## config.mk

```make
export PLATFORM = sky130hd
export DESIGN_NAME = tick_pacer_rate_averager_core
export DESIGN_NICKNAME = d
export VERILOG_FILES = /design/src/rtl/tpra_pkg.sv /design/src/rtl/tpra_div.sv /design/src/rtl/tick_pacer_rate_averager_core.sv
export SDC_FILE = /design/constraint.sdc
export NUM_CORES = 2
export LEC_CHECK = 0
export BUFFER_PORTS_ARGS = -buffer_cell sky130_fd_sc_hd__buf_2
export CORE_AREA = 8 8 375 377
export DETAILED_ROUTE_END_ITERATION = 6
export DIE_AREA = 0 0 383 385
export SLEW_MARGIN = 0
export SYNTH_ARGS = -nofsm -noshare
export SYNTH_HDL_FRONTEND = slang
export SYNTH_SLANG_ARGS = --single-unit
```

## constraint.sdc

```tcl
create_clock -name clk -period 27.4 [get_ports clk]
set_input_delay 2.74 -clock clk [delete_from_list [all_inputs] [get_ports clk]]
set_output_delay 2.74 -clock clk [all_outputs]
set_load 0.03 [all_outputs]
```

## src/rtl/tpra_pkg.sv

```systemverilog
// ----------------------------------------------------------------------------
// Tick pacer rate averager package
// Widths, register indexes, reset values, sequencer states and the status
// group of the shared divider.
// ----------------------------------------------------------------------------
package tpra_pkg;

  localparam int unsigned TIME_W    = 63;
  localparam int unsigned RATE_W    = 10;
  localparam int unsigned PERIOD_W  = 30;
  localparam int unsigned DECAY_W   = 16;
  localparam int unsigned AVG_W     = 26;
  localparam int unsigned COUNT_W   = 32;
  localparam int unsigned FRAC_W    = 16;
  localparam int unsigned CFG_IDX_W = 3;
  localparam int unsigned ACC_W     = 64;
  localparam int unsigned PROD_W    = AVG_W + FRAC_W + 1;
  localparam int unsigned S_DATA_W  = 64;
  localparam int unsigned M_DATA_W  = 144;
  localparam int unsigned M_USER_W  = 2;
  localparam int unsigned LANES     = 3;
  localparam int unsigned LANE_W    = 2;

  localparam int unsigned SAMPLE_INTERVAL_DEF = 20;

  localparam logic [CFG_IDX_W-1:0] REG_TARGET_RATE  = 3'd0;
  localparam logic [CFG_IDX_W-1:0] REG_TICK_PERIOD  = 3'd1;
  localparam logic [CFG_IDX_W-1:0] REG_DECAY_SHORT  = 3'd2;
  localparam logic [CFG_IDX_W-1:0] REG_DECAY_MEDIUM = 3'd3;
  localparam logic [CFG_IDX_W-1:0] REG_DECAY_LONG   = 3'd4;

  localparam logic [RATE_W-1:0]   TARGET_RATE_RST  = 10'd20;
  localparam logic [PERIOD_W-1:0] TICK_PERIOD_RST  = 30'd50000000;
  localparam logic [DECAY_W-1:0]  DECAY_SHORT_RST  = 16'd64452;
  localparam logic [DECAY_W-1:0]  DECAY_MEDIUM_RST = 16'd65317;
  localparam logic [DECAY_W-1:0]  DECAY_LONG_RST   = 16'd65463;

  localparam logic [PERIOD_W-1:0] NS_PER_SEC = 30'd1000000000;
  localparam logic [ACC_W-1:0]    ROUND_HALF = 64'd32768;
  localparam logic [FRAC_W:0]     ONE_Q16    = 17'h10000;

  typedef enum logic [3:0] {
    ST_IDLE,
    ST_RESET,
    ST_ELAPSED,
    ST_SPENT,
    ST_CMP,
    ST_OVER,
    ST_CAP,
    ST_DT,
    ST_DIVGO,
    ST_DIV,
    ST_MUL,
    ST_ACC,
    ST_OUT
  } state_t;

  typedef struct packed {
    logic busy;
    logic done;
  } div_stat_t;

endpackage

```

## src/rtl/tpra_div.sv

```systemverilog
// ----------------------------------------------------------------------------
// Tick pacer rate averager divider
// Restoring divider that produces one quotient bit per cycle.
// ----------------------------------------------------------------------------
module tpra_div #(
  parameter int unsigned NUM_W = 51,
  parameter int unsigned DEN_W = 63
) (
  input  logic                clk,
  input  logic                rst,
  input  logic                start,
  input  logic [NUM_W-1:0]    dividend,
  input  logic [DEN_W-1:0]    divisor,
  output tpra_pkg::div_stat_t stat,
  output logic [NUM_W-1:0]    quotient
);

  localparam int unsigned CNT_W = $clog2(NUM_W + 1);

  logic [DEN_W-1:0] rem;
  logic [DEN_W-1:0] den;
  logic [NUM_W-1:0] quo;
  logic [CNT_W-1:0] cnt;
  logic             busy;
  logic             done;
  logic [DEN_W:0]   trial;
  logic [DEN_W:0]   diff;
  logic             fits;

  assign trial = {rem, quo[NUM_W-1]};
  assign diff  = trial - {1'b0, den};
  assign fits  = ~diff[DEN_W];

  always_ff @(posedge clk) begin
    if (rst) begin
      busy <= 1'b0;
      done <= 1'b0;
      cnt  <= '0;
    end else begin
      done <= 1'b0;
      if (start) begin
        busy <= 1'b1;
        cnt  <= CNT_W'(NUM_W);
      end else if (busy) begin
        cnt <= cnt - 1'b1;
        if (cnt == CNT_W'(1)) begin
          busy <= 1'b0;
          done <= 1'b1;
        end
      end
    end
  end

  always_ff @(posedge clk) begin
    if (start) begin
      rem <= '0;
      quo <= dividend;
      den <= divisor;
    end else if (busy) begin
      rem <= fits ? diff[DEN_W-1:0] : trial[DEN_W-1:0];
      quo <= {quo[NUM_W-2:0], fits};
    end
  end

  assign stat.busy = busy;
  assign stat.done = done;
  assign quotient  = quo;

endmodule

```

## src/rtl/tick_pacer_rate_averager_core.sv

```systemverilog
// A reset beat passes through RESET to OUT; a sleep through ELAPSED, SPENT and CMP to OUT; a taken
// tick adds OVER and CAP; a sampling tick adds DT, DIVGO, the divider wait and the lane updates.
// The divider's numerator width is 51 bits for an interval of 20. A zero sample time skips the
// divider. The divider gives one bit per cycle; the multiplier runs six times.
// One beat is in work at a time, so a new beat is accepted only after the last result leaves OUT.
// Reset restores register defaults, zeroes counters and debt and loads averages in Q.16.
// ----------------------------------------------------------------------------
// Tick pacer rate averager
// Paces tick attempts against the tick period with a catch-up debt and keeps
// one, five and fifteen minute moving averages of the measured tick rate.
// ----------------------------------------------------------------------------
module tick_pacer_rate_averager_core #(
  parameter int unsigned SAMPLE_INTERVAL = tpra_pkg::SAMPLE_INTERVAL_DEF
) (
  input  logic                              clk,
  input  logic                              rst,
  input  logic                              s_tvalid,
  output logic                              s_tready,
  // now_ns [62:0], zero [63]
  input  logic [tpra_pkg::S_DATA_W-1:0]     s_tdata,
  // action [0]
  input  logic                              s_tuser,
  output logic                              m_tvalid,
  input  logic                              m_tready,
  // sleep_ns [29:0], tick_number [61:30], avg_short [87:62],
  // avg_medium [113:88], avg_long [139:114], zero [143:140]
  output logic [tpra_pkg::M_DATA_W-1:0]     m_tdata,
  // tick_taken [0], rate_sampled [1]
  output logic [tpra_pkg::M_USER_W-1:0]     m_tuser,
  input  logic                              cfg_valid,
  output logic                              cfg_ready,
  input  logic [tpra_pkg::CFG_IDX_W-1:0]    cfg_index,
  input  logic [tpra_pkg::PERIOD_W-1:0]     cfg_data
);

  localparam int unsigned INTERVAL_EFF = (SAMPLE_INTERVAL == 0) ? 1 : SAMPLE_INTERVAL;
  localparam int unsigned PHASE_W = (INTERVAL_EFF > 1) ? $clog2(INTERVAL_EFF) : 1;
  localparam longint unsigned RATE_NUM = 64'd1000000000 * INTERVAL_EFF * 64'd65536;
  localparam int unsigned NUM_W = $clog2(RATE_NUM + 1);

  tpra_pkg::state_t state, state_next;

  logic [tpra_pkg::RATE_W-1:0]   target_rate;
  logic [tpra_pkg::PERIOD_W-1:0] tick_period;
  logic [tpra_pkg::DECAY_W-1:0]  decay [tpra_pkg::LANES];

  logic [tpra_pkg::TIME_W-1:0]   last_tick;
  logic [tpra_pkg::TIME_W-1:0]   sample_start;
  logic [tpra_pkg::PERIOD_W-1:0] debt;
  logic [tpra_pkg::COUNT_W-1:0]  tick_count;
  logic [PHASE_W-1:0]            phase;
  logic [PHASE_W-1:0]            phase_next;
  logic [tpra_pkg::AVG_W-1:0]    avg [tpra_pkg::LANES];

  logic [tpra_pkg::TIME_W-1:0]   now_q;
  logic [tpra_pkg::ACC_W-1:0]    acc;
  logic [tpra_pkg::PROD_W-1:0]   prod;
  logic [tpra_pkg::AVG_W-1:0]    rate;
  logic [tpra_pkg::LANE_W-1:0]   lane;
  logic                          term;
  logic [tpra_pkg::PERIOD_W-1:0] res_sleep;
  logic                          res_taken;
  logic                          res_sampled;

  logic [tpra_pkg::AVG_W-1:0]    cap;
  logic                          out_free;

  logic [tpra_pkg::ACC_W-1:0]    add_a;
  logic [tpra_pkg::ACC_W-1:0]    add_b;
  logic                          add_sub;
  logic [tpra_pkg::ACC_W:0]      add_full;
  logic [tpra_pkg::ACC_W-1:0]    add_res;
  logic                          add_carry;

  logic [tpra_pkg::AVG_W-1:0]    mul_a;
  logic [tpra_pkg::FRAC_W:0]     mul_b;
  logic [tpra_pkg::DECAY_W-1:0]  lane_decay;

  logic                          div_start;
  tpra_pkg::div_stat_t           div_stat;
  logic [NUM_W-1:0]              div_quo;

  assign cap       = {target_rate, {tpra_pkg::FRAC_W{1'b0}}};
  assign out_free  = !m_tvalid || m_tready;
  assign s_tready  = (state == tpra_pkg::ST_IDLE);
  assign cfg_ready = 1'b1;
  assign div_start = (state == tpra_pkg::ST_DIVGO) && (acc != '0);

  // Shared adder and subtractor; on subtraction the carry means a >= b.
  assign add_full  = {1'b0, add_a} + {1'b0, add_b ^ {tpra_pkg::ACC_W{add_sub}}}
                   + {{tpra_pkg::ACC_W{1'b0}}, add_sub};
  assign add_res   = add_full[tpra_pkg::ACC_W-1:0];
  assign add_carry = add_full[tpra_pkg::ACC_W];

  always_comb begin
    add_a   = '0;
    add_b   = '0;
    add_sub = 1'b0;
    case (state)
      tpra_pkg::ST_ELAPSED: begin
        add_a   = tpra_pkg::ACC_W'(now_q);
        add_b   = tpra_pkg::ACC_W'(last_tick);
        add_sub = 1'b1;
      end
      tpra_pkg::ST_SPENT: begin
        add_a = acc;
        add_b = tpra_pkg::ACC_W'(debt);
      end
      tpra_pkg::ST_CMP: begin
        add_a   = tpra_pkg::ACC_W'(tick_period);
        add_b   = acc;
        add_sub = 1'b1;
      end
      tpra_pkg::ST_OVER: begin
        add_a   = acc;
        add_b   = tpra_pkg::ACC_W'(tick_period);
        add_sub = 1'b1;
      end
      tpra_pkg::ST_CAP: begin
        add_a   = acc;
        add_b   = tpra_pkg::ACC_W'(tpra_pkg::NS_PER_SEC);
        add_sub = 1'b1;
      end
      tpra_pkg::ST_DT: begin
        add_a   = tpra_pkg::ACC_W'(now_q);
        add_b   = tpra_pkg::ACC_W'(sample_start);
        add_sub = 1'b1;
      end
      tpra_pkg::ST_ACC: begin
        add_a = term ? acc : tpra_pkg::ROUND_HALF;
        add_b = tpra_pkg::ACC_W'(prod);
      end
      default: begin
        add_sub = 1'b0;
      end
    endcase
  end

  always_comb begin
    case (lane)
      2'd0:    lane_decay = decay[0];
      2'd1:    lane_decay = decay[1];
      default: lane_decay = decay[2];
    endcase
    mul_a = term ? rate : avg[lane];
    mul_b = term ? (tpra_pkg::ONE_Q16 - {1'b0, lane_decay}) : {1'b0, lane_decay};
  end

  always_comb begin
    if (tick_count == {tpra_pkg::COUNT_W{1'b1}}) begin
      phase_next = '0;
    end else if (phase == PHASE_W'(INTERVAL_EFF - 1)) begin
      phase_next = '0;
    end else begin
      phase_next = phase + 1'b1;
    end
  end

  tpra_div #(
    .NUM_W (NUM_W),
    .DEN_W (tpra_pkg::TIME_W)
  ) u_div (
    .clk      (clk),
    .rst      (rst),
    .start    (div_start),
    .dividend (NUM_W'(RATE_NUM)),
    .divisor  (acc[tpra_pkg::TIME_W-1:0]),
    .stat     (div_stat),
    .quotient (div_quo)
  );

  always_ff @(posedge clk) begin
    if (rst) begin
      state <= tpra_pkg::ST_IDLE;
    end else begin
      state <= state_next;
    end
  end

  always_comb begin
    state_next = state;
    case (state)
      tpra_pkg::ST_IDLE: begin
        if (s_tvalid) begin
          state_next = s_tuser ? tpra_pkg::ST_RESET : tpra_pkg::ST_ELAPSED;
        end
      end
      tpra_pkg::ST_RESET:   state_next = tpra_pkg::ST_OUT;
      tpra_pkg::ST_ELAPSED: state_next = tpra_pkg::ST_SPENT;
      tpra_pkg::ST_SPENT:   state_next = tpra_pkg::ST_CMP;
      tpra_pkg::ST_CMP: begin
        state_next = (add_carry && add_res != '0) ? tpra_pkg::ST_OUT : tpra_pkg::ST_OVER;
      end
      tpra_pkg::ST_OVER:    state_next = tpra_pkg::ST_CAP;
      tpra_pkg::ST_CAP: begin
        state_next = res_sampled ? tpra_pkg::ST_DT : tpra_pkg::ST_OUT;
      end
      tpra_pkg::ST_DT:      state_next = tpra_pkg::ST_DIVGO;
      tpra_pkg::ST_DIVGO: begin
        state_next = (acc == '0) ? tpra_pkg::ST_MUL : tpra_pkg::ST_DIV;
      end
      tpra_pkg::ST_DIV: begin
        if (div_stat.done) begin
          state_next = tpra_pkg::ST_MUL;
        end
      end
      tpra_pkg::ST_MUL:     state_next = tpra_pkg::ST_ACC;
      tpra_pkg::ST_ACC: begin
        if (term && lane == tpra_pkg::LANE_W'(tpra_pkg::LANES - 1)) begin
          state_next = tpra_pkg::ST_OUT;
        end else begin
          state_next = tpra_pkg::ST_MUL;
        end
      end
      tpra_pkg::ST_OUT: begin
        if (out_free) begin
          state_next = tpra_pkg::ST_IDLE;
        end
      end
      default: state_next = tpra_pkg::ST_IDLE;
    endcase
  end

  always_ff @(posedge clk) begin
    if (rst) begin
      target_rate <= tpra_pkg::TARGET_RATE_RST;
      tick_period <= tpra_pkg::TICK_PERIOD_RST;
      decay[0]    <= tpra_pkg::DECAY_SHORT_RST;
      decay[1]    <= tpra_pkg::DECAY_MEDIUM_RST;
      decay[2]    <= tpra_pkg::DECAY_LONG_RST;
    end else if (cfg_valid) begin
      case (cfg_index)
        tpra_pkg::REG_TARGET_RATE:  target_rate <= cfg_data[tpra_pkg::RATE_W-1:0];
        tpra_pkg::REG_TICK_PERIOD:  tick_period <= cfg_data;
        tpra_pkg::REG_DECAY_SHORT:  decay[0] <= cfg_data[tpra_pkg::DECAY_W-1:0];
        tpra_pkg::REG_DECAY_MEDIUM: decay[1] <= cfg_data[tpra_pkg::DECAY_W-1:0];
        tpra_pkg::REG_DECAY_LONG:   decay[2] <= cfg_data[tpra_pkg::DECAY_W-1:0];
        default: begin
        end
      endcase
    end
  end

  always_ff @(posedge clk) begin
    if (rst) begin
      last_tick    <= '0;
      sample_start <= '0;
      debt         <= '0;
      tick_count   <= '0;
      phase        <= '0;
      for (int i = 0; i < tpra_pkg::LANES; i++) begin
        avg[i] <= {tpra_pkg::TARGET_RATE_RST, {tpra_pkg::FRAC_W{1'b0}}};
      end
    end else begin
      case (state)
        tpra_pkg::ST_RESET: begin
          last_tick    <= now_q;
          sample_start <= now_q;
          debt         <= '0;
          tick_count   <= '0;
          phase        <= '0;
          for (int i = 0; i < tpra_pkg::LANES; i++) begin
            avg[i] <= cap;
          end
        end
        tpra_pkg::ST_CMP: begin
          if (add_carry && add_res != '0) begin
            debt <= '0;
          end
        end
        tpra_pkg::ST_OVER: begin
          last_tick  <= now_q;
          tick_count <= tick_count + 1'b1;
          phase      <= phase_next;
        end
        tpra_pkg::ST_CAP: begin
          debt <= (add_carry && add_res != '0) ? tpra_pkg::NS_PER_SEC
                                                : acc[tpra_pkg::PERIOD_W-1:0];
        end
        tpra_pkg::ST_DT: begin
          sample_start <= now_q;
        end
        tpra_pkg::ST_ACC: begin
          if (term) begin
            avg[lane] <= add_res[tpra_pkg::FRAC_W +: tpra_pkg::AVG_W];
          end
        end
        default: begin
        end
      endcase
    end
  end

  always_ff @(posedge clk) begin
    case (state)
      tpra_pkg::ST_IDLE: begin
        if (s_tvalid) begin
          now_q       <= s_tdata[tpra_pkg::TIME_W-1:0];
          res_sleep   <= '0;
          res_taken   <= 1'b0;
          res_sampled <= 1'b0;
        end
      end
      tpra_pkg::ST_ELAPSED: acc <= add_carry ? add_res : '0;
      tpra_pkg::ST_SPENT:   acc <= add_res;
      tpra_pkg::ST_CMP: begin
        if (add_carry && add_res != '0) begin
          res_sleep <= add_res[tpra_pkg::PERIOD_W-1:0];
        end
      end
      tpra_pkg::ST_OVER: begin
        acc         <= add_res;
        res_taken   <= 1'b1;
        res_sampled <= (phase == '0);
      end
      tpra_pkg::ST_DT:      acc <= add_carry ? add_res : '0;
      tpra_pkg::ST_DIVGO: begin
        lane <= '0;
        term <= 1'b0;
        if (acc == '0) begin
          rate <= cap;
        end
      end
      tpra_pkg::ST_DIV: begin
        if (div_stat.done) begin
          rate <= (div_quo < NUM_W'(cap)) ? div_quo[tpra_pkg::AVG_W-1:0] : cap;
        end
      end
      tpra_pkg::ST_MUL:     prod <= mul_a * mul_b;
      tpra_pkg::ST_ACC: begin
        if (term) begin
          term <= 1'b0;
          lane <= lane + 1'b1;
        end else begin
          acc  <= add_res;
          term <= 1'b1;
        end
      end
      default: begin
      end
    endcase
  end

  always_ff @(posedge clk) begin
    if (rst) begin
      m_tvalid <= 1'b0;
    end else if (state == tpra_pkg::ST_OUT && out_free) begin
      m_tvalid <= 1'b1;
    end else if (m_tready) begin
      m_tvalid <= 1'b0;
    end
  end

  always_ff @(posedge clk) begin
    if (state == tpra_pkg::ST_OUT && out_free) begin
      m_tdata <= tpra_pkg::M_DATA_W'({avg[2], avg[1], avg[0], tick_count, res_sleep});
      m_tuser <= {res_sampled, res_taken};
    end
  end

  a_div_in_wait: assert property (@(posedge clk) disable iff (rst)
    (div_stat.busy || div_stat.done) |-> state == tpra_pkg::ST_DIV)
    else $error("divider active outside its wait state");

  a_sample_needs_tick: assert property (@(posedge clk) disable iff (rst)
    m_tvalid && m_tuser[1] |-> m_tuser[0])
    else $error("averages updated on a beat without a tick");

  a_tick_no_sleep: assert property (@(posedge clk) disable iff (rst)
    m_tvalid && m_tuser[0] |-> m_tdata[tpra_pkg::PERIOD_W-1:0] == '0)
    else $error("taken tick reports a sleep time");

  a_debt_capped: assert property (@(posedge clk) disable iff (rst)
    debt <= tpra_pkg::NS_PER_SEC)
    else $error("catch-up debt above one second");

  a_phase_range: assert property (@(posedge clk) disable iff (rst)
    phase <= PHASE_W'(INTERVAL_EFF - 1))
    else $error("sample phase out of range");

endmodule
```

After elaboration in Yosys (flattened, before gate mapping)
Memories as Yosys holds them, arrays and structs flattened. A register that Yosys moved wholly into a read port is not among the register bits.
Index checks and enable logic that the tools add are counted.
{"block": "word_totals", "register_bits": 796, "ramBits": 126, "input_bits": 103, "out_inout_bits": 149, "elab_cells": 197, "mem_count": 2}
{"block": "op_classes", "n_addsub": 8, "mul": 1, "order_cmp": 1, "n_eq_ne": 28, "n_mux": 80, "bitwise_logic": 9, "n_reduce_logical": 41}
{"memory": "avg", "depth": 3, "width": 26, "rd": 4, "rd_clocked_by_memory_dff": 4, "wr": 3, "line": "tick_pacer_rate_averager_core.sv:53", "rtl": "logic [tpra_pkg::AVG_W-1:0] avg [tpra_pkg::LANES];"}
{"memory": "decay", "depth": 3, "width": 16, "rd": 3, "rd_clocked_by_memory_dff": 0, "wr": 3, "line": "tick_pacer_rate_averager_core.sv:45", "rtl": "logic [tpra_pkg::DECAY_W-1:0] decay [tpra_pkg::LANES];"}
{"cell": "$pmux 64 s7", "count": 1}
{"cell": "$pmux 64 s4", "count": 1}
{"cell": "$mux 26", "count": 8}
{"cell": "$mux 64", "count": 3}
{"cell": "$pmux 64 s3", "count": 1}
{"cell": "$reduce_bool 64->1", "count": 2}
{"cell": "$mux 30", "count": 4}
{"cell": "$pmux 30 s3", "count": 1}
{"cell": "$add 64x64->65", "count": 1}
{"cell": "$add 65x1->65", "count": 1}
{"cell": "$logic_not 64->1", "count": 1}
{"cell": "$pmux 32 s2", "count": 1}
{"cell": "$sub 64x63->64", "count": 1}
{"cell": "$xor 64x64->64", "count": 1}
{"cell": "$mux 63", "count": 1}
{"cell": "$pmux 30 s2", "count": 1}
{"cell": "$pmux 26 s2", "count": 1}
{"cell": "$pmux 4 s13", "count": 1}
{"cell": "$lt 51x26->1", "count": 1}
{"cell": "$mux 16", "count": 3}
{"cell": "$mul 26x17->43", "count": 1}
{"cell": "$add 32x1->32 const B", "count": 1}
{"cell": "$eq 32x32->1 const B", "count": 1}
{"cell": "$pmux 16 s2", "count": 1}
{"cell": "44 further kinds", "count": 129}

Longest topological paths before layout
{"block": "depth", "depth_word": 10, "ltp_mapped": 42, "depth_no_buf": 39}

Modules after synthesis
From an unflattened synthesis, not the netlist that was laid out.
{"block": "hier_totals", "cells_unflattened": 6187, "hier_area_um2": 60959.7}
{"module": "tick_pacer_rate_averager_core", "instances": 1, "cells_per_inst": 5052, "area_each_um2": 49850.3, "seq_area_each_um2": 20569.7}
{"module": "tpra_div", "instances": 1, "cells_per_inst": 1135, "area_each_um2": 11109.4, "seq_area_each_um2": 4844.6}

Worst setup path after synthesis
OpenSTA, ideal clock, no wires.
{"block": "synth_timing", "path_kind": "input to register", "start": "input port m_tready", "end": "register m_tdata[0] in the netlist's numbering, enable pin", "setup_time_ps": 645, "t_arrival_ps": 8677, "required_ps": 26755, "slack_ps": 18078, "stages": 2, "path_buffers": 0, "path_cell_list": "nor2b_1 nor2_1"}
{"block": "synth_via", "elab_chain_len": 2}
{"element": "start, declared", "line": "tick_pacer_rate_averager_core.sv:24", "rtl": "input logic m_tready,"}
{"element": "$logic_or 1x1->1", "line": "tick_pacer_rate_averager_core.sv:84", "rtl": "assign out_free = !m_tvalid || m_tready;"}
{"element": "$logic_and 1x1->1", "line": "tick_pacer_rate_averager_core.sv:355", "rtl": "if (state == tpra_pkg::ST_OUT && out_free) begin"}
{"element": "end signal, assigned", "line": "tick_pacer_rate_averager_core.sv:356", "rtl": "m_tdata <= tpra_pkg::M_DATA_W'({avg[2], avg[1], avg[0], tick_count, res_sleep});"}
{"element": "end, declared", "line": "tick_pacer_rate_averager_core.sv:27", "rtl": "output logic [tpra_pkg::M_DATA_W-1:0] m_tdata,"}
Every way passes these cells.
A chain may end at the register's enable or synchronous reset.

Worst setup path after layout
{"block": "layout_timing", "start": "register lane[0] in the netlist's numbering", "end": "register prod[42] in the netlist's numbering, data pin"}
{"block": "layout_via", "elab_chain_len": 5, "elab_cells_between_ends": 6, "classes_between": "1 x add/sub; 1 x mul; 1 x eq/ne; 2 x mux; 1 x reduce/logical"}
{"element": "start, declared", "line": "tick_pacer_rate_averager_core.sv:59", "rtl": "logic [tpra_pkg::LANE_W-1:0] lane;"}
{"element": "start signal, assigned", "line": "tick_pacer_rate_averager_core.sv:333", "rtl": "lane <= lane + 1'b1;"}
{"element": "$eq 2x1->1 or $logic_not 2->1 (tied branches)", "line": "tick_pacer_rate_averager_core.sv:140", "rtl": "case (lane)"}
{"element": "$pmux 16 s2 *", "line": "tick_pacer_rate_averager_core.sv:140"}
{"element": "$sub 17x16->17", "line": "tick_pacer_rate_averager_core.sv:146", "rtl": "mul_b = term ? (tpra_pkg::ONE_Q16 - {1'b0, lane_decay}) : {1'b0, lane_decay};"}
{"element": "$mux 17 *", "line": "tick_pacer_rate_averager_core.sv:146"}
{"element": "$mul 26x17->43 *", "line": "tick_pacer_rate_averager_core.sv:329", "rtl": "tpra_pkg::ST_MUL: prod <= mul_a * mul_b;"}
{"element": "end signal, assigned", "line": "tick_pacer_rate_averager_core.sv:329"}
{"element": "end, declared", "line": "tick_pacer_rate_averager_core.sv:57", "rtl": "logic [tpra_pkg::PROD_W-1:0] prod;"}
Mark *: on every way between the ends. The rest lies on a longest branch, timed or not.

==> run metrics <==
die width=about 380 µm; Slew @ Worst Pin=1.19 ns; Clock Skew=between 0.05 and 0.06 ns; largest net degree at the start of global routing=100; Synth area leaders=edfxtp_1 29%, dfxtp_1 12%, fa_1 12%; Synth Cell Area=between 60,000 and 70,000 µm²; antenna violations before repair=10; area leader, netlist=edfxtp_1; Synth Flop Type=edfxtp_1; CP max FO=23; total wire length=roughly 190,000 µm; TritonCTS Buffers=between 100 and 150; RSZ-0062 raised after global routing=no; CTS Hold Bufs=0; failing checks=design-rule violations; area added between synthesis and finish=11.2%; Hold Path Class=flip-flop to flip-flop; Post-Syn Area per Cell=9.67 µm²; post-synth top area share=29.4%; reg2reg start=lane[0]; max frequency=0.0899 GHz; Worst R2R Path Depth=36; sequential area share after synthesis=between 40% and 50%; DPL Wire Length=142,000 µm; Yosys warning count=0; Worst Setup End Kind=flip-flop; Initial DRT Pass Iterations=7; Die ar.=147,000 µm²; Max Buffers Root-to-Sink=3; Hold Crit Endpoint=m_tdata[8]; I/O pin count=252; Detailed Route Iter0 Violations=4,842; Worst Hold Depth=0; DR vias/cell=roughly 5.7; fin. max-slew vios=0; setup tns final=0 ns; Initial Util=between 40 and 50%; row count=between 100 and 150; outcome=finished with violations; Final period util=about two fifths; H-tree levels=3; Max stage delay on crit path=~0.76 ns; register area=about 25,000 µm²; quantity of gates resized following cts=0; Tot GR Track Use=between 20 and 30%; CORE AREA=135,000 µm²; DR vias=46,777; Placer Congestion=0.972; clk sinks=950; Post-Synthesis Cells=6,216; Final Hold Fails=0; most used cell, CP=fa_1; number of synthesized flops with an enable pin=between 500 and 600; capturing point of the worst reg2reg path=prod[42]; Reg clk slew, reported paths=~0.06 ns; DR DRC count=52; Min Hold Slack=approximately 0.38 ns; fin crit period=~11 ns; Port Buf Inserts=about 250; Slew headroom=a little under a fifth; Synth cell types=between 90 and 100; Die H=between 300 and 400 µm; CTS tree=built; antenna viol nets, final=0; Multi-input gate area=~32,000 µm²; final global-route overflow total=0; root buffer cell=clkbuf_16; postcts setup bufs=0; FILL cells=12,467; Crit path required time=roughly 28 ns; most frequent cells in the layout=952 x nand2_1, 653 x inv_1, 588 x edfxtp_1; ys async rst share=0%; MaxCap Viol Count=0; proportion of layout cells with a drive suffix above 1=between 10% and 20%; nets=7,040; vias in the first global route=roughly 45,000; commonest non-fill, non-tap cell in the layout=nand2_1; critical path launch point type=flip-flop; R2R setup slack=around 16 ns; flops & latches, synth=950; Final setup viols=0; worst skew pair latency=0.76 ns; first-pass GRT wire length=between 200,000 and 300,000 µm; CP arrival=11.60 ns; critical path type=flip-flop to flip-flop; Hold Startpoint=res_sleep[8]; Crit-path slowest cell=xor2_1; Routed WL per cell=about 23 µm
[final cells by class]
| type | count | share of cell area, % |
|---|---|---|
| Antenna cell | 3 | 0.0112 |
| Multi-Input combinational cell | 4259 | 47.3 |
| Tap cell | 1781 | 3.34 |
| Clock inverter | 51 | 0.955 |
| Inverter | 657 | 3.70 |
| Clock buffer | 145 | 4.43 |
| Sequential cell | 950 | 37.3 |
| Timing Repair Buffer | 343 | 2.95 |
[metal layers]
layer  up-vias  global-route usage [%]  wire length, µm
li1      21518                       -                -
met1     23031                    34.3            80500
met2      1891                    39.8            86300
met3       337                    5.84            17900
met4         0                    9.64             7480
met5         -                       0                0
[flip-flops by register name, summed over array words and instances (netlist names), 32 cells and up, named ones only]
signal and cells:
now_q 63, prod 43, m_tdata 140, avg 104, tick_count 32, u_div.rem 63
sample_start 63, decay 48, acc 64, u_div.den 63, u_div.quotient 51, last_tick 63
[critical path, delay by kind of cell (launching register included)]
family	cells	cell delay, ns
xor+xnor	2	0.89
simple gates	9	1.39
fa+ha+maj	9	4.02
buf+inv	7	1.47
flops	1	0.46
compound gates	9	2.55
[logic make-up (layout without fill, tap and decap cells)]
logic type | count (synthesis) | in the layout | share of synthesized area, %
buffers and inverters | 1010 | 1196 | 6.44
xor gates and xnor gates | 185 | 185 | 2.72
muxes | 151 | 151 | 3.17
other | 2 | 8 | 0.0125
AOI/OAI and AO/OA | 1318 | 1318 | 14.1
adders and majority gates | 623 | 623 | 17.5
and+or+nand+nor | 1977 | 1977 | 14.6
DFF | 950 | 950 | 41.4
[metrics by stage]
stage          instance area [µm²]  std cells  utilization (%)  setup slack, ns
2_1_floorplan                60100       6219                -            18.08
3_3_place_gp                 63200       7990             46.9            16.55
3_5_place_dp                 63200       7990             46.9            16.52
4_1_cts                      66800       8186             49.6            16.43
5_1_grt                      66800       8187             49.6            15.91
6_report                     66800       8189             49.6            16.28
[cells in the mapped netlist, drive strengths merged (19+ instances only)]
library cell	instances
nor2b	47
clkbuf	314
nand3	96
mux2	42
nor4	35
a221oi	36
mux4	27
o21ai	272
nor2	472
xor2	85
o211ai	19
nor3	45
a21o	116
xnor2	100
buf	39
ha	262
a22o	67
and2	110
nand4	76
fa	361
mux2i	82
a211oi	51
and3	30
o21bai	22
edfxtp	588
a21oi	478
a222oi	28
a22oi	68
dfxtp	362
nand2	955
nand2b	30
a31oi	27
inv	657
[worst max-delay path by stage]
stage	slack, ns	endpoint	cells past startpoint	start
3_3_place_gp	16.55	prod[42]	36	lane[0]
4_1_cts	16.43	prod[42]	36	lane[0]
3_5_place_dp	16.52	prod[42]	36	lane[0]
2_1_floorplan	18.08	m_tdata[0]	2	m_tready
6_report	16.28	prod[42]	36	lane[0]
5_1_grt	15.91	prod[42]	36	lane[0]
Power is left out: the tool's default activity adds up to more than one toggle a clock period on the data nets, which glitch-free logic cannot reach.
